File: config.mk
export PLATFORM = sky130hd
export DESIGN_NAME = sle_cell
export DESIGN_NICKNAME = d
export VERILOG_FILES = /design/src/hdl/sle_pkg.sv /design/src/hdl/sle_cell.sv
export SDC_FILE = /design/constraint.sdc
export NUM_CORES = 1
export LEC_CHECK = 0
export BUFFER_PORTS_ARGS = -buffer_cell sky130_fd_sc_hd__clkbuf_2
export CORE_MARGIN = 2
export CORE_UTILIZATION = 43
export DETAILED_ROUTE_END_ITERATION = 7
export PLACE_DENSITY_LB_ADDON = 0.25
export SLEW_MARGIN = 20
export SYNTH_ARGS = -nofsm -noshare
export SYNTH_HDL_FRONTEND = slang
export SYNTH_SLANG_ARGS = --single-unit
File: constraint.sdc
create_clock -name clk_i -period 3.6 [get_ports clk_i]
set_input_delay 0.18 -clock clk_i [delete_from_list [all_inputs] [get_ports clk_i]]
set_output_delay 0.18 -clock clk_i [all_outputs]
set_load 0.05 [all_outputs]
File: src/hdl/sle_pkg.sv
// Shared types and constants for the sorted list engine.
package sle_pkg;

  localparam int VALUE_W     = 32;
  localparam int CMD_W       = 3;
  localparam int POS_W       = 7;
  localparam int COUNT_W     = 7;
  localparam int DEF_CAPACITY = 64;

  localparam logic [CMD_W-1:0] CMD_INSERT  = 3'd0;
  localparam logic [CMD_W-1:0] CMD_POP_MIN = 3'd1;
  localparam logic [CMD_W-1:0] CMD_POP_MAX = 3'd2;
  localparam logic [CMD_W-1:0] CMD_READ    = 3'd3;
  localparam logic [CMD_W-1:0] CMD_CLEAR   = 3'd4;

  typedef enum logic [1:0] {
    OP_HOLD,
    OP_INSERT,
    OP_SHIFT
  } cell_op_e;

  typedef struct packed {
    cell_op_e                   op;
    logic signed [VALUE_W-1:0]  new_value;
  } cell_ctrl_t;

  typedef struct packed {
    logic [CMD_W-1:0]           command;
    logic signed [VALUE_W-1:0]  new_value;
    logic [POS_W-1:0]           position;
  } in_item_t;

  typedef struct packed {
    logic signed [VALUE_W-1:0]  out_value;
    logic                       ok;
    logic [COUNT_W-1:0]         held_count;
  } out_item_t;

endpackage

File: src/hdl/sle_cell.sv
// One slot of the sorted register chain.
module sle_cell import sle_pkg::*; #(
  parameter int INDEX = 0,
  parameter int SEL_W = 7
) (
  input  logic                      clk_i,
  input  cell_ctrl_t                ctrl_i,
  input  logic [SEL_W-1:0]          count_i,
  input  logic [SEL_W-1:0]          sel_i,
  input  logic                      left_after_i,
  input  logic signed [VALUE_W-1:0] left_value_i,
  input  logic signed [VALUE_W-1:0] right_value_i,
  output logic                      after_o,
  output logic signed [VALUE_W-1:0] value_o,
  output logic [VALUE_W-1:0]        rd_o
);

  localparam logic [SEL_W-1:0] IDX = SEL_W'(INDEX);

  logic signed [VALUE_W-1:0] value_q, value_d;
  logic                      valid_here;
  logic                      gt;

  assign valid_here = IDX < count_i;
  assign gt         = valid_here && (value_q > ctrl_i.new_value);
  assign after_o    = gt || !valid_here;
  assign value_o    = value_q;
  assign rd_o       = (sel_i == IDX) ? value_q : '0;

  always_comb begin
    value_d = value_q;
    unique case (ctrl_i.op)
      OP_INSERT: begin
        if (left_after_i) begin
          value_d = left_value_i;
        end else if (after_o) begin
          value_d = ctrl_i.new_value;
        end
      end
      OP_SHIFT: value_d = right_value_i;
      default:  value_d = value_q;
    endcase
  end

  always_ff @(posedge clk_i) begin
    value_q <= value_d;
  end

endmodule
==> results.txt, run 1 <==
Traced cell by cell, the critical path runs through ha_1 -> nand4_1 -> nor4b_1 -> a211oi_1 -> a31oi_1 -> o211ai_1 -> nand2_1 -> clkbuf_2. The detailed-routing iteration count for the pre-antenna-repair pass came out at 4. In the finished design, the share of the clock period the worst path needs comes to 70.3%. The H-tree was split into 2 levels.

The setup-violating endpoint count in the final report was 0; the number of global-route vias before repair was 2830. In the routed design, unresolved DRC markers number 0. Data on the critical path arrives at its endpoint at 2350 ps. TritonCTS built the clock tree. The count of cells along the worst register-to-register path was 8. In this run, post-CTS hold repair placed 0 buffers. The tightest min-delay check is of the input pin to flip-flop type. The number of flops mapped to enable cells by yosys works out to 32. The total core area was 6310 um^2.

In this run the cell area of the synthesized design comes to 2780 um^2. The measured slew at the worst slew-check pin came out at 737 ps. Area growth from synthesis to layout: 38.8%.

The first global-routing pass estimated 12700 um of wire. The tools report the number of antenna violations at the first check in global routing as 0. The later-pin clock latency in the skew report was 280 ps; the die span in x was 84.5 um. Critical path buffer and inverter count: 1.

For hold timing, the worst endpoint is value_o[11]. The static leakage was 0.00208 uW; the number of CTS-inserted buffers was 5. The post-route netlist has 45.7% of its cells at a drive strength greater than 1. The tools report the total track usage as 21.8%. The fraction of synthesis flops using an asynchronous set or reset pin was 0%. The synthesized netlist cell count came out at 307. In the final routed layout, each cell accounts on average for 13.8 um. The tools report the element type at the critical path end as an output pin.

The run gives 0.203 mV as the maximum vdd drop. The flow ran to the end, and the final reports show no timing, DRC or antenna violations. The final layout contains routed wiring with a total length of 7760 um. Dividing total power by cell area gives a power density of 348 nW/um^2. The worst hold path passes through 3 cells. Summing internal, switching and leakage power gives 1340 uW. For the starting density of the core, the log shows 44.1%.

In this run the most critical hold path is launched from right_value_i[11]. The count of buffers added on input and output ports is 178. The HPWL after detailed placement is 6350 um.

The worst path in the final design needs a cycle of 2530 ps, including I/O delays and setup. Measured against its own limit, the worst slew margin works out to 50.9%. For the maximum clock frequency, the log shows 0.395 GHz.

The tools report the clock tree buffer depth as 2. The count of nets left with antenna violations once routing finished came out at 0. By startpoint and endpoint, the worst setup path is classified as flip-flop to output pin. Data on the critical path is required at its endpoint by 3420 ps. After routing the design area is 3860 um^2. The number of pins exceeding their max-slew limit in the final report is 0, and the placer congestion estimate is 0.807.

For this run the aggregate overflow at the end of global routing stands at 0. For the final cell utilization of the core, the log shows 61.2%. Clock root buffer: clkbuf_8. The dominant delay contributor by cell family on the critical path is simple AND/OR/NAND/NOR gates. The detailed router placed 2858 vias in this run.

The flip-flop and latch count after synthesis works out to 32. The detailed-route vias per instance works out to 5.09. The tool flagged a number of max-cap violations equal to 0.

The proportion of synthesized chip area in sequential cells is 34.5%, and the maximum clock skew at final layout is 3.74 ps. The clock transition time at the flip-flop clock pins of the worst setup and hold paths came out at 70 ps. In this run the register-to-register setup slack is 1160 ps. Entering global routing, the biggest net connects 53 pins. In this run, post-CTS repair resized a total of 0 instances.

In this run the core area contains 29 standard-cell rows. For this design, the sink count on the clock tree is 32. In this run the critical register-to-register path is launched from value_o[30].

After the last flow step, the layout net total stands at 629. The number of setup buffers added after CTS was 0; the number of failing hold endpoints at the final stage was 0. Total nets after synthesis: 453. After the first detailed-routing iteration, the DRC count stood at 61. The number of antenna diodes in the final layout is 0.

Number of warning messages in the yosys log: 0. The endpoint identified for the worst register-to-register timing path is value_o[22]. Setup repair after global routing left no endpoint under its margin.

The minimum hold slack was 167 ps; the number of flip-flops under the largest register name was 32. The largest individual stage delay along the critical path comes from the cell edfxtp_1. Among all flip-flop cells after synthesis, the most frequent one is edfxtp_1.

In the final timing run, aggregate negative setup slack is 0 ps. The synthesized area divided by synthesized cell count works out to 9.07 um^2. The kind of start point of the critical path was a flip-flop. The area of the die was 7130 um^2; the area of placed instances was 3760 um^2. Along the worst path, the maximum fanout reaches 4. The peak per-stage delay on the critical path was 420 ps. The die is 84.5 um tall. In this run the count of I/O pins placed on the die edge is 179.

Count of different cell masters after synthesis: 31.
## tightest hold or removal path, stage by stage
cell and delay, ps:
clkbuf_2 70, nand2_1 30, o21ai_0 60
## logic make-up (layout without fill, tap and decap cells)
group                      count (synthesis)  after routing  synth area share, %
AOI/OAI and AO/OA                         61             61                 11.7
adders and majority gates                 32             32                 14.4
buffers and inverters                     47            224                 6.61
DFF                                       32             32                 34.5
muxes                                     32             32                 11.5
and+or+nand+nor                          103            103                 21.3
## layer usage
metal	global-route usage, %	part of all wire, %	vias to the layer above
met5	0	0	-
met3	4.72	7.5	9
met1	26.5	42	1300
met2	39.3	49	116
met4	5.34	1.1	0
li1	-	-	1433
## cell usage in the layout (no fill, tap or decap), types with 2 or more instances in the layout
cell | synthesis | routed
nor2_1 | 2 | 2
nand4_1 | 8 | 8
nor4_1 | 2 | 2
o21ai_0 | 38 | 38
edfxtp_1 | 32 | 32
clkbuf_2 | 3 | 178
nand2_1 | 43 | 43
and2_1 | 4 | 4
nor3_1 | 2 | 2
nor2b_1 | 4 | 3
clkbuf_8 | 0 | 5
buf_4 | 0 | 5
inv_1 | 33 | 33
and4_1 | 2 | 2
a21oi_1 | 16 | 16
o211ai_1 | 2 | 2
ha_1 | 32 | 32
mux2i_1 | 32 | 32
nand3_1 | 2 | 2
and2_2 | 28 | 28
## layout make-up
class / instances / area (um^2)
timing repair buffer: 183 / 928
clock inverter: 2 / 35.0
fill: 595 / 2450
inverter: 33 / 124
tap: 77 / 96.3
sequential: 32 / 961
multi-input combinational: 228 / 1650
clock buffer: 6 / 72.6
## worst max path at each step
stage / startpoint / endpoint / slack, ps / depth (start not counted)
floorplan: value_o[31] / value_o[0] / 650 / 7
global placement: value_o[31] / value_o[23] / 1270 / 8
detailed placement: value_o[31] / value_o[30] / 1190 / 8
CTS: value_o[31] / after_o / 1050 / 8
global route: value_o[30] / after_o / 930 / 8
finish: value_o[30] / after_o / 1070 / 8
## synthesized netlist by cell type (2+ instances only)
cell type,count,area share (%)
inv_1,33,4.4
nor2b_1,4,0.90
mux2i_1,32,12
o21ai_0,38,6.8
nand4_1,8,1.8
and2_2,28,7.6
a21oi_1,16,2.9
and4_1,2,0.63
nor2_1,2,0.27
nand3_1,2,0.36
ha_1,32,14
buf_2,3,0.54
clkbuf_1,8,1.1
edfxtp_1,32,35
o211ai_1,2,0.54
and2_1,4,0.90
nor3_1,2,0.36
nand2_1,43,5.8
clkbuf_2,3,0.54
nor4_1,2,0.45
## power breakdown
group	switching (uW)	total [uW]	internal, uW	leakage, uW
Sequential	31.8	502	470	0.000313
Clock	142	347	205	0.0000552
Combinational	331	495	164	0.00171
## metrics by stage
step | setup slack, ps | cells
2_1_floorplan | 655 | 307
3_3_place_gp | 1270 | 553
3_5_place_dp | 1190 | 553
4_1_cts | 1050 | 561
5_1_grt | 928 | 561
6_report | 1070 | 561
Power figures use the tool's default switching activity.
==> run 2: changes to the inputs <==
ABC_AREA = 1   (was unset)
clock period = 2.54 ns   (was 3.6 ns; I/O delays follow)
==> results.txt, run 2 <==
The number of flip-flops under the largest register name came out at 32 (unchanged). The simple-gate share of the synthesized area works out to 27.7% (+6.5 points). Yosys attributes the largest share of cell area to edfxtp_1 34%, ha_1 14%, nand2_1 14%, nor2_1 9.9%, inv_1 9.4%.

The number of global-route vias before repair came out at 2980 (+5.3%). The arrival time at the worst endpoint came out at 2360 ps (about the same). The row count is 29 (unchanged), and the placer congestion estimate is 0.822 (+1.8%). The later-pin clock latency in the skew report came out at 280 ps (about the same).

The area of placed instances was 3790 um^2 (+0.87%). STA classifies the critical path endpoint as a flip-flop. The number of warning messages in the yosys log was 0 (unchanged).

Leaving out fill and tap cells, the most frequent cell in the layout is clkbuf_2. The run gives 0 (unchanged) as the setup-violating endpoint count in the final report. The clock tree buffer depth came out at 2 (unchanged). The logs give 32 (unchanged) for the number of clock sinks and 2800 um^2 (+0.49%) for the post-synth design cell area. The routed wire length is 8170 um (+5.2%), and the number of pins exceeding their max-slew limit in the final report is 0 (unchanged).

The fraction of synthesis flops using an asynchronous set or reset pin is 0% (unchanged). The setup path with the least slack is of type flip-flop to flip-flop. In the layout the commonest cells are 177 x clkbuf_2, 103 x nand2_1, 73 x nor2_1.

The count of port buffers added during placement is 178 (unchanged). The number of flops mapped to enable cells by yosys came out at 32 (unchanged). The number of primary I/O pins was 179 (unchanged). The fraction of synthesized area in multiplexers is 0% (-12 points). The cell with the most instances after synthesis is nand2_1.

The fraction of final layout cells sized beyond drive strength 1 came out at 35.9% (-9.8 points). DRC violations left: 0 (unchanged). For the filler cell count, the log shows 604 (+1.5%).

The tools report the total track usage as 22.7% (+0.93 points). The kind of start point of the critical path was a flip-flop. Number of max-cap violations: 0 (unchanged).

The run gives 3165 (+11%) as the via count of the routed design. The number of antenna-violating nets in the routed design was 0 (unchanged). For this run, the leading register cell type out of synthesis is edfxtp_1. Number of hold-repair buffers added at the cts stage: 0 (unchanged). Final cell utilization of the core: 61.8% (+0.63 points).

The logs give 0 (unchanged) for the number of failing hold endpoints at the final stage and 59.5% (+8.6 points) for the relative slew slack. The maximum fanout along the worst path was 14 (+10). The tools report the setup slack after placement as 71.1 ps (-1110 ps). Starting density of the core: 44.3% (+0.22 points). The number of nets in the layout is 725 (+15%), and the detail-routed net length per standard cell is 12.4 um (-10%). The number of antenna violations at the first check in global routing is 0 (unchanged), and the share of the synthesized area in compound gates (AO/OA/AOI/OAI) is 10.8% (-0.91 points).

The detailed-routing iteration count for the pre-antenna-repair pass is 5 (+1). The number of CTS-inserted buffers was 5 (unchanged). Least setup slack across all paths after layout: 177 ps (-893 ps).

The min-delay analysis places its worst path in the category input pin to flip-flop. The H-tree depth reported by CTS is 2 (unchanged), and the flip-flop and latch count after synthesis is 32 (unchanged). Static timing analysis puts the maximum clock frequency at 0.423 GHz. Of all cell types, the one taking the most synthesized area is edfxtp_1. The total core area is 6310 um^2 (unchanged), and the final instance area is 3900 um^2 (+1.0%). The share of Yosys cell area claimed by the top area cell type is 34.3% (-0.17 points), and the post-synthesis adder-cell area fraction is 14.3% (-0.071 points).

The maximum vdd drop was 0.237 mV (+17%). Sorting the synthesized cells by how often they occur yields 105 x nand2_1, 74 x nor2_1, 70 x inv_1. The run gives 0.00231 uW (+11%) as the static leakage. The cell sitting at the root of the clock tree is a clkbuf_8. Compared with the post-synthesis result, the final layout area differs by 39.5%. Area of the die: 7170 um^2 (+0.47%).

Fraction of the cycle the final worst path needs: 93.0%. The total nets after synthesis was 547 (+21%); the XOR/XNOR share of the synthesized area was 0% (unchanged). The detailed-route vias per instance works out to 4.82 (-5.4%). The run gives 6600 um (+3.9%) as the detailed-placement wirelength estimate.

The clock transition time at the flip-flop clock pins of the worst setup and hold paths was 60 ps (about the same); the measured slew at the worst slew-check pin was 606 ps (-131 ps). The total power per unit cell area was 444 nW/um^2 (+28%); the maximum clock skew at final layout was 4.16 ps (+0.415 ps). The tools report the count of antenna diodes in the layout as 0 (unchanged). The run gives 24 (-23%) as the count of different cell masters after synthesis. Required time of the worst setup path: 2540 ps (-880 ps). The DRC violation total after the first TritonRoute iteration is 98 (+61%).

The run gives 401 (+31%) as the synthesized netlist cell count. The slack of the worst reg-to-reg path was 180 ps (-980 ps). The die height was 84.7 um (+0.24%); the synthesized area divided by synthesized cell count was 6.98 um^2 (-23%). After layout, the minimum clock period comes to 2360 ps. The flow ran to the end, and the final reports show no timing, DRC or antenna violations.

The die span in x is 84.7 um (+0.24%). The run gives 35 (-34%) as the largest net degree at the start of global routing. The main combinational cell family by area after synthesis is simple AND/OR/NAND/NOR gates.

The logs give 13200 um (+4.1%) for the wire length of the first global-routing pass and 0 (unchanged) for the aggregate global routing overflow. Proportion of synthesized chip area in sequential cells: 34.3% (-0.17 points). TritonCTS built the clock tree.
## run 2: cell types whose count changed after synthesis, sizes merged, moves of 3 or more
cell | previous run | this run
clkbuf | 11 | 14
nand3 | 2 | 5
inv | 33 | 74
a31oi | 1 | 32
nor2b | 4 | 0
o21ai | 38 | 2
a21oi | 16 | 13
nand4 | 8 | 2
nand2 | 43 | 109
and2 | 32 | 0
mux2i | 32 | 0
nor2 | 2 | 75
## run 2: cell type report
type	count	area, um^2	area share [%]
clock inverter	1	3.75	0.0962
timing repair buffer	188	993	25.4
sequential	32	961	24.6
inverter	75	282	7.21
tap	77	96.3	2.47
clock buffer	7	76.3	1.96
multi-input combinational	277	1490	38.2
## run 2: path summary, 6_finish.rpt
kind / from / end / cells past startpoint
max: value_o[31] / value_o[9] / 14
min: right_value_i[1] / value_o[1] / 3
max reg2reg: value_o[31] / value_o[9] / 14
min reg2reg: value_o[31] / value_o[30] / 7
## run 2: cells by family (layout without fill, tap and decap cells)
| group | after synthesis | after routing |
|---|---|---|
| simple gates | 196 | 196 |
| buf+inv | 92 | 271 |
| compound gates | 49 | 49 |
| fa+ha+maj | 32 | 32 |
| flops | 32 | 32 |
## run 2: metal layers
metal  wire [um]  up-vias  track usage [%]
met1        3370     1405             27.1
met3         589        8             4.33
met2        4110      122             41.9
met4          96        0             5.63
li1            -     1630                -
met5           0        -                0
## run 2: what timing repair did
item | CTS | global route
gates resized for setup | 0 | 3
endpoints found under the setup margin | 0 | 25
setup buffers | 0 | 4
## run 2: worst max-delay path: stages (launching register included)
cell and delay [ps]:
edfxtp_1 420, ha_1 360, nand2_1 100, nor2_2 160, nand2_2 80, nor3b_2 190, nand2_1 90, nand2_1 60
nand2_1 40, nand2_1 50, nand2_1 70, nand3_1 70, nand2_1 90, nand2_4 130, buf_12 170
## run 2: power by group
| group | leakage, uW | internal, uW | switching (uW) |
|---|---|---|---|
| Clock | 0.0000399 | 190 | 181 |
| Combinational | 0.00196 | 234 | 441 |
| Sequential | 0.000307 | 649 | 38.2 |
## run 2: per-stage QoR
step                hold WS (ps)  instances  power (uW)  TNS, ps
CTS                          189        653        1730        0
global placement             480        645        1350        0
global route                 188        657        1840  -0.0688
floorplan                    381        401        1130        0
detailed placement           482        645        1360        0
finish                       192        657        1730        0
==> run 3: changes to the inputs <==
RECOVER_POWER = 25   (was unset)
==> results.txt, run 3 (synthesized netlist as in run 2, its figures left out) <==
The fraction of final layout cells sized beyond drive strength 1 came out at 33.3% (-2.6 points). The worst setup path is captured at a flip-flop. The run finished with clean final reports. The detailed-placement wirelength estimate is 6600 um (unchanged), and the routed wire length is 8190 um (+0.33%). The number of CTS-inserted buffers was 5 (unchanged); the wire length of the first global-routing pass was 13200 um (unchanged).

The combinational fraction of design power was 38.7% (-0.2 points). The total power per unit cell area came out at 445 nW/um^2 (+0.16%). The logs give 0 (unchanged) for the count of antenna diodes in the layout and 0.422 GHz (-0.22%) for the maximum clock frequency. Leaving out fill and tap cells, the most frequent cell in the layout is clkbuf_2.

The count of port buffers added during placement works out to 178 (unchanged). In the layout the commonest cells are 162 x clkbuf_2, 103 x nand2_1, 73 x nor2_1. The critical path in this run is classified as flip-flop to flip-flop. In this run the most critical hold path is launched from right_value_i[1].

The number of antenna violations at the first check in global routing is 0 (unchanged). The slack of the worst reg-to-reg path is 170 ps (about the same). The non-filler instance count after layout is 657 (unchanged). The logs give 0 (unchanged) for the setup-violating endpoint count in the final report and 22.7% (unchanged) for the total track usage. The run gives 93 (-5.1%) as the DRC violation total after the first TritonRoute iteration. The fraction of the cycle the final worst path needs came out at 93.2% (+0.21 points). For hold timing, the worst endpoint is value_o[1]. Number of pins exceeding their max-slew limit in the final report: 0 (unchanged). The logs give 54.4% (-5.0 points) for the relative slew slack and 1070 uW (-0.50%) for the internal portion of total power.

The shortest clock period the worst path allows after layout was 2370 ps (+5.23 ps). TritonCTS built the clock tree. The DRC violations left was 0 (unchanged); the clock transition time at the flip-flop clock pins of the worst setup and hold paths was 60 ps (about the same). For the number of clock sinks, the log shows 32 (unchanged). The clock tree buffer depth came out at 2 (unchanged). In this run the clock root is driven by a clkbuf_8. The total core area was 6310 um^2 (unchanged). The worst register-to-register path ends at value_o[11].

The largest net degree at the start of global routing is 35 (unchanged). The area growth from synthesis to layout is 38.9%. The tools report the area of the die as 7170 um^2 (unchanged).

The die height is 84.7 um (unchanged), and the post-placement cell count is 645 (unchanged). The tools report the number of global-route vias before repair as 2980 (unchanged). The tools report the required time of the worst setup path as 2540 ps (about the same). The detailed-route vias per instance works out to 4.80 (-0.38%). The maximum fanout along the worst path is 14 (unchanged), and the number of antenna-violating nets in the routed design is 0 (unchanged).

The count of cells along the worst register-to-register path was 14 (unchanged). The measured slew at the worst slew-check pin was 686 ps (+80.8 ps); the later-pin clock latency in the skew report was 280 ps (about the same). The maximum vdd drop is 0.237 mV (about the same), and the detailed-routing iteration count for the pre-antenna-repair pass is 5 (unchanged). The detail-routed net length per standard cell was 12.5 um (+0.33%). The number of primary I/O pins was 179 (unchanged). The run gives 0.00226 uW (-1.9%) as the static leakage. Worst hold path class: input pin to flip-flop. The clock network fraction of total power was 21.5% (about the same); the number of max-cap violations was 0 (unchanged).

The tools report the minimum hold slack as 192 ps (+0.201 ps). The H-tree depth reported by CTS is 2 (unchanged). The worst register-to-register path begins at value_o[31]. The logs give 44.3% (unchanged) for the starting density of the core and 4.02 ps (-0.137 ps) for the maximum clock skew at final layout. The die span in x was 84.7 um (unchanged). For the number of hold-repair buffers added at the cts stage, the log shows 0 (unchanged).

The tools report the total net switching power as 660 uW (about the same). The number of nets in the layout came out at 725 (unchanged). For the sequential group share of total power, the log shows 39.8% (about the same).

The filler cell count was 615 (+1.8%); the depth of the worst hold-timing path was 3 (unchanged). For the number of failing hold endpoints at the final stage, the log shows 0 (unchanged). The fraction of power spent switching nets was 38.2% (+0.11 points). The arrival time at the worst endpoint came out at 2370 ps (about the same). The via count of the routed design is 3153 (-0.38%), and the row count is 29 (unchanged). The worst setup path is launched from a flip-flop. The number of flip-flops under the largest register name was 32 (unchanged). The tools report the aggregate global routing overflow as 0 (unchanged). The placer congestion estimate came out at 0.822 (unchanged).
-- run 3: cell counts in the layout (fill, tap and decap cells not counted) --
No cell type changed its count.
-- run 3: final cells by class --
type                            instances  area [um^2]  share of cell area, %
Clock buffer                            7         76.3                   1.96
Clock inverter                          1         3.75                 0.0966
Inverter                               75          282                   7.25
Multi-Input combinational cell        277         1490                   38.4
Sequential cell                        32          961                   24.7
Tap cell                               77         96.3                   2.48
Timing Repair Buffer                  188          975                   25.1
-- run 3: timing repair --
| action | in CTS | in global routing |
|---|---|---|
| resized for setup | 0 | 3 |
| buffers inserted | 0 | 4 |
| setup endpoints to repair | 0 | 25 |
-- run 3: power by group through the flow --
stage          sequential, uW  clock (uW)  combinational, uW
2_1_floorplan             852           0                282
3_3_place_gp              695           0                652
3_5_place_dp              699           0                663
4_1_cts                   688         378                669
5_1_grt                   695         405                738
6_report                  688         372                669
-- run 3: metal layers --
metal	vias to the layer above	global-route usage [%]	wire length (um)
met1	1393	27.1	3390
met3	8	4.33	594
li1	1630	-	-
met5	-	0	0
met2	122	41.9	4110
met4	0	5.63	97
-- run 3: worst max-delay path by stage --
stage	from	depth (start not counted)	to	slack, ps
2_1_floorplan	value_o[31]	13	value_o[0]	50
3_3_place_gp	value_o[23]	14	value_o[11]	210
6_report	value_o[31]	14	value_o[11]	170
3_5_place_dp	value_o[23]	14	value_o[13]	70
5_1_grt	value_o[23]	14	value_o[12]	-0.04
4_1_cts	value_o[23]	14	value_o[15]	60
-- run 3: stage by stage --
| step | cell area, um^2 | power [uW] | utilization [%] | setup TNS [ps] | worst slack (ps) |
|---|---|---|---|---|---|
| 2_1_floorplan | 2810 | 1130 | - | 0 | 51.4 |
| 3_3_place_gp | 3790 | 1350 | 60.0 | 0 | 215 |
| 3_5_place_dp | 3790 | 1360 | 60.0 | 0 | 71.1 |
| 4_1_cts | 3870 | 1730 | 61.3 | 0 | 58.1 |
| 5_1_grt | 3880 | 1840 | 61.5 | -0.0688 | -0.0380 |
| 6_report | 3880 | 1730 | 61.5 | 0 | 172 |
-- run 3: critical path: stages (launching register included) --
cell and delay [ps]:
edfxtp_1 410, ha_1 360, nand2_1 100, nor2_2 160, nand2_2 80, nor3b_2 190, nand2_1 90, nand2_1 60
nand2_1 40, nand2_1 50, nand2_1 70, nand3_1 70, nand2_1 90, nand2_4 130, buf_12 170
